[src/aarm_pkg.sv]
// ----------------------------------------------------------------------------
// Axis-angle rotation matrix package
// Shared constants, the arctangent table and the CORDIC cell payload type.
// ----------------------------------------------------------------------------
package aarm_pkg;

    localparam int CORDIC_ITERATIONS = 16;
    localparam int FRAC_BITS         = 14;
    localparam int ATAN_COUNT        = 24;
    localparam int NUM_STAGES        = (CORDIC_ITERATIONS < ATAN_COUNT) ?
                                       CORDIC_ITERATIONS : ATAN_COUNT;

    // CORDIC datapath width: Q.30 values stay below 2^32 in magnitude.
    localparam int CW = 34;

    localparam logic signed [CW-1:0] ONE_Q30     = CW'(64'sd1073741824);
    localparam logic signed [CW-1:0] PI_Q30      = CW'(64'sd3373259426);
    localparam logic signed [CW-1:0] HALF_PI_Q30 = CW'(64'sd1686629713);
    localparam logic signed [CW-1:0] GAIN_Q30    = CW'(64'sd652032874);

    typedef struct packed {
        logic signed [CW-1:0] x;
        logic signed [CW-1:0] y;
        logic signed [CW-1:0] z;
        logic                 flip;
        logic signed [15:0]   ax;
        logic signed [15:0]   ay;
        logic signed [15:0]   az;
    } cell_data_t;

    function automatic logic signed [CW-1:0] atan_q30(input logic [4:0] idx);
        logic [31:0] v;
        case (idx)
            5'd0:  v = 32'h3243F6A8;
            5'd1:  v = 32'h1DAC6705;
            5'd2:  v = 32'h0FADBAFC;
            5'd3:  v = 32'h07F56EA6;
            5'd4:  v = 32'h03FEAB76;
            5'd5:  v = 32'h01FFD55B;
            5'd6:  v = 32'h00FFFAAA;
            5'd7:  v = 32'h007FFF55;
            5'd8:  v = 32'h003FFFEA;
            5'd9:  v = 32'h001FFFFD;
            5'd10: v = 32'h000FFFFF;
            5'd11: v = 32'h0007FFFF;
            5'd12: v = 32'h0003FFFF;
            5'd13: v = 32'h0001FFFF;
            5'd14: v = 32'h0000FFFF;
            5'd15: v = 32'h00007FFF;
            5'd16: v = 32'h00003FFF;
            5'd17: v = 32'h00001FFF;
            5'd18: v = 32'h00000FFF;
            5'd19: v = 32'h000007FF;
            5'd20: v = 32'h000003FF;
            5'd21: v = 32'h000001FF;
            5'd22: v = 32'h000000FF;
            5'd23: v = 32'h0000007F;
            default: v = 32'h0;
        endcase
        return CW'($signed({1'b0, v}));
    endfunction

endpackage

[src/aarm_cordic_cell.sv]
// ----------------------------------------------------------------------------
// CORDIC cell
// One rotation step of the CORDIC chain; registers its result when enabled.
// ----------------------------------------------------------------------------
module aarm_cordic_cell (
    input  logic                    aclk,
    input  logic                    en,
    input  logic [4:0]              step,
    input  aarm_pkg::cell_data_t    din,
    output aarm_pkg::cell_data_t    dout
);
    import aarm_pkg::*;

    cell_data_t data_reg;
    cell_data_t data_next;
    logic signed [CW-1:0] dx;
    logic signed [CW-1:0] dy;
    logic signed [CW-1:0] at;

    always_comb begin
        dx = din.y >>> step;
        dy = din.x >>> step;
        at = atan_q30(step);
        data_next = din;
        if (!din.z[CW-1]) begin
            data_next.x = din.x - dx;
            data_next.y = din.y + dy;
            data_next.z = din.z - at;
        end else begin
            data_next.x = din.x + dx;
            data_next.y = din.y - dy;
            data_next.z = din.z + at;
        end
    end

    always_ff @(posedge aclk) begin
        if (en) begin
            data_reg <= data_next;
        end
    end

    assign dout = data_reg;
endmodule

[config.mk]
export PLATFORM = sky130hd
export DESIGN_NAME = aarm_cordic_cell
export DESIGN_NICKNAME = d
export VERILOG_FILES = /design/src/aarm_pkg.sv /design/src/aarm_cordic_cell.sv
export SDC_FILE = /design/constraint.sdc
export NUM_CORES = 1
export LEC_CHECK = 0
export BUFFER_PORTS_ARGS = -buffer_cell sky130_fd_sc_hd__buf_2
export CORE_AREA = 3 3 180 200
export DETAILED_ROUTE_END_ITERATION = 8
export DIE_AREA = 0 0 183 203
export HOLD_SLACK_MARGIN = 0.1
export PLACE_DENSITY = 0.85
export REMOVE_ABC_BUFFERS = 1
export SLEW_MARGIN = 5
export SYNTH_ARGS = -nofsm -noshare
export SYNTH_HDL_FRONTEND = slang
export SYNTH_SLANG_ARGS = --single-unit
[constraint.sdc]
create_clock -name aclk -period 6.9 [get_ports aclk]
set_input_delay 1.38 -clock aclk [delete_from_list [all_inputs] [get_ports aclk]]
set_output_delay 1.38 -clock aclk [all_outputs]
set_load 0.1 [all_outputs]
==> results.txt <==
----------------------------------------------------
[Final layout]
  Count of placed standard cells in the final layout, fillers left out ... around 2.8k
  Register Area ... around 0.0045 mm^2
  # fillers ... between 2k and 3k
  Number of flip-flops under the largest register name ... between 150 and 200
  Share of final-layout standard cells stronger than drive strength 1 ... 0.351
  Footprint of the multi-input gates ... 0.0118 mm^2
  Signed area change from the synthesized netlist to the final layout ... 27.7%
  Post-layout net count ... roughly 2.6k

[Setup path]
  Worst path cell trace ... buf_8 -> buf_12 -> mux4_2 -> mux2i_1 -> o2111a_1 -> a2bb2oi_1 -> and4b_1 -> or4b_1 -> nor2_1 -> a21oi_1 -> xnor2_1 -> ha_1 -> and4_1 -> nand2_1 -> or3_1 -> a21oi_1 -> o31ai_1 -> buf_4 -> nand4bb_1 -> a221oi_1 -> xor2_1
  Critical Path Max Stage Delay ... about 0.52 ns
  Crit path DAT ... 6.88 ns
  Type of destination of the critical path ... flop
  Cell family contributing the most delay on the critical path ... simple AND/OR/NAND/NOR gates
  Critical path class ... in2reg
  Library cell appearing most often on the critical path ... sky130_fd_sc_hd__a21oi_1
  Max FO, Critical Path ... 30
  Standard cell with the maximum stage delay on the critical path ... sky130_fd_sc_hd__mux4_2
  Number of buffers and inverters on the critical path ... 3
  Crit path required time ... 7.10 ns
  CP startpoint kind ... primary input

[Routing]
  Average wire length per cell after detail routing ... 24.5 um
  Drt drc ... 0
  First-pass iteration count of the detailed router ... 8
  Number of violations reported at the end of detailed-routing iteration 0 ... a little over 2k
  Final WL ... approximately 68000 um
  Number of nets with antenna violations after detailed routing ... 0
  Vias post-DR ... about 18k
  Vias per cell ... ~6.5

[Clocking]
  TritonCTS clock tree ... built
  Post-CTS clock slew at the launch and capture registers of the worst setup and hold paths ... about 0.080 ns
  Number of post-CTS setup repair buffers ... 0
  CTS Buf Count ... 17
  Clock sink total ... 151
  CTS Root Cell ... sky130_fd_sc_hd__clkbuf_16
  # H-tree levels ... 4
  Clock Path Buffers ... 2

[Logic synthesis]
  Post-synth EDFFs ... 151
  Number of distinct library cells after synthesis ... between 90 and 100
  Post-synthesis average cell area ... between 9 and 10 um^2
  Cell area after technology mapping ... 0.0170 mm^2
  Yosys top cell by area ... sky130_fd_sc_hd__edfxtp_1
  Sequential share of the synthesized area ... 0.267
  Post-Syn Instances ... ~1.8k
  Most common cell in the netlist ... sky130_fd_sc_hd__edfxtp_1
  Synth async-reset ratio ... 0
  Synth top area cells ... sky130_fd_sc_hd__edfxtp_1, sky130_fd_sc_hd__mux4_2, sky130_fd_sc_hd__ha_1, sky130_fd_sc_hd__xnor2_1, sky130_fd_sc_hd__a21oi_1
  Main synth FF type ... sky130_fd_sc_hd__edfxtp_1
  Area fraction of the dominant cell type after synthesis ... 0.267
  Yosys warning count ... 0
  Leading post-synthesis cells by instance count ... sky130_fd_sc_hd__edfxtp_1, sky130_fd_sc_hd__a21oi_1, sky130_fd_sc_hd__nor2_1
  Flop and latch count out of synthesis ... 151

[Placed design]
  HPWL after detailed placement ... approximately 54000 um
  Post-placement worst setup slack ... -0.275 ns
  Placed cells ... 2726
  Routability congestion estimate from global placement ... about 1.0
  PortBufs ... between 300 and 400

[STA]
  Final number of setup-violating endpoints ... 0
  Setup ws final ... between 0.2 and 0.25 ns
  Maximum operating frequency ... 0.150 GHz
  Count of final max-slew check failures ... 0
  Slew Limit Headroom ... 0.331
  Minimum clock period after layout ... ~6.7 ns
  Share of the clock period used by the worst path ... 0.968
  Fin. Hold Viols ... 0
  Actual slew at the worst max-slew pin ... approximately 1 ns

[Floorplanning]
  Y dimension of the die ... around 200 um
  Initial cell density of the core ... 0.499
  Die area ... between 0.03 and 0.04 mm^2
  Chip width ... roughly 180 um
  Num ports ... a little over 300
  Standard-cell row count ... 71
  Core box area ... 0.0341 mm^2

[Global route]
  Total global routing track utilization ... 0.356
  Number of global-route vias before repair ... approximately 18k
  Global route total overflow ... 0
  Maximum number of pins on one net before global-route repair ... 82
  First-pass GRT wire length ... approximately 100000 um
  Initial antenna violation count ... 4

[Worst hold path]
  Type of the worst min-delay path ... in2reg

[Power]
  Pleak ... 9.51 nW
  P per Cell Area ... ~280 mW/mm^2
  Total power ... approximately 6 mW
  Peak supply drop ... roughly 250 uV

[Status]
  Status ... finished, final reports clean

[Run]
  Maxcap violations ... 0

----------------------------------------------------
cell usage in the layout (no fill, tap or decap), types with 19 or more instances in the layout:
master,n
sky130_fd_sc_hd__a21o_1,51
sky130_fd_sc_hd__a21oi_1,143
sky130_fd_sc_hd__a31oi_1,30
sky130_fd_sc_hd__buf_2,304
sky130_fd_sc_hd__buf_4,309
sky130_fd_sc_hd__edfxtp_1,151
sky130_fd_sc_hd__ha_1,110
sky130_fd_sc_hd__inv_1,49
sky130_fd_sc_hd__mux2_2,34
sky130_fd_sc_hd__mux2i_1,59
sky130_fd_sc_hd__mux4_2,87
sky130_fd_sc_hd__nand2_1,118
sky130_fd_sc_hd__nand2b_1,19
sky130_fd_sc_hd__nand3_1,30
sky130_fd_sc_hd__nor2_1,141
sky130_fd_sc_hd__nor2b_1,20
sky130_fd_sc_hd__nor3_1,25
sky130_fd_sc_hd__o211ai_1,19
sky130_fd_sc_hd__o21ai_0,85
sky130_fd_sc_hd__xnor2_1,109
sky130_fd_sc_hd__xor2_1,63
final timing paths:
check	start	endpoint	slack, ns	cells past startpoint
setup / recovery	step[0]	dout[149]	0.22	21
hold / removal	din[34]	dout[34]	1.09	1
layout make-up:
cell class / count / area share
antenna: 4 / 0.000461
clock buffer: 17 / 0.0196
clock inverter: 15 / 0.00836
inverter: 52 / 0.00899
multi-input combinational: 1460 / 0.541
sequential: 151 / 0.209
tap: 438 / 0.0252
timing repair buffer: 625 / 0.187
kinds of logic (layout without fill, tap and decap cells):
family          after synthesis  count (layout)  share of synthesized area
compound gates              530             530                      0.207
simple gates                462             462                      0.135
mux                         183             183                      0.174
xor+xnor                    172             172                     0.0886
buf+inv                     153             709                     0.0437
flops                       151             151                      0.267
fa+ha+maj                   113             113                     0.0845
other cells                   0               4                          0
per-stage QoR:
step	setup TNS, ns	utilization	cell area, um^2	hold WS (ns)
2_1_floorplan	0	-	16500	1.48
3_3_place_gp	-1.07	0.618	21100	1.56
3_5_place_dp	-1.64	0.618	21100	1.56
4_1_cts	0	0.635	21700	1.07
5_1_grt	-0.000756	0.636	21700	1.07
6_report	0	0.636	21700	1.09
report_power, final:
part | switching (mW) | total (mW) | leakage [nW] | internal (mW)
combinational | 2.60 | 3.68 | 7.75 | 1.08
clock | 0.476 | 0.965 | 0.287 | 0.489
sequential | 0.0523 | 1.33 | 1.48 | 1.28
metal layers:
metal	up-vias	GRT usage	wire length (um)
li1	7905	-	-
met1	8578	0.449	25700
met5	-	0	0
met2	1173	0.578	31700
met4	0	0.190	3880
met3	220	0.0683	6440
repair_timing:
action,CTS,global route
hold buffers,0,0
gates resized for setup,0,8
endpoints found under the hold margin,0,0
endpoints found under the setup margin,0,11
No activity file was read; power rests on OpenSTA's default activity.
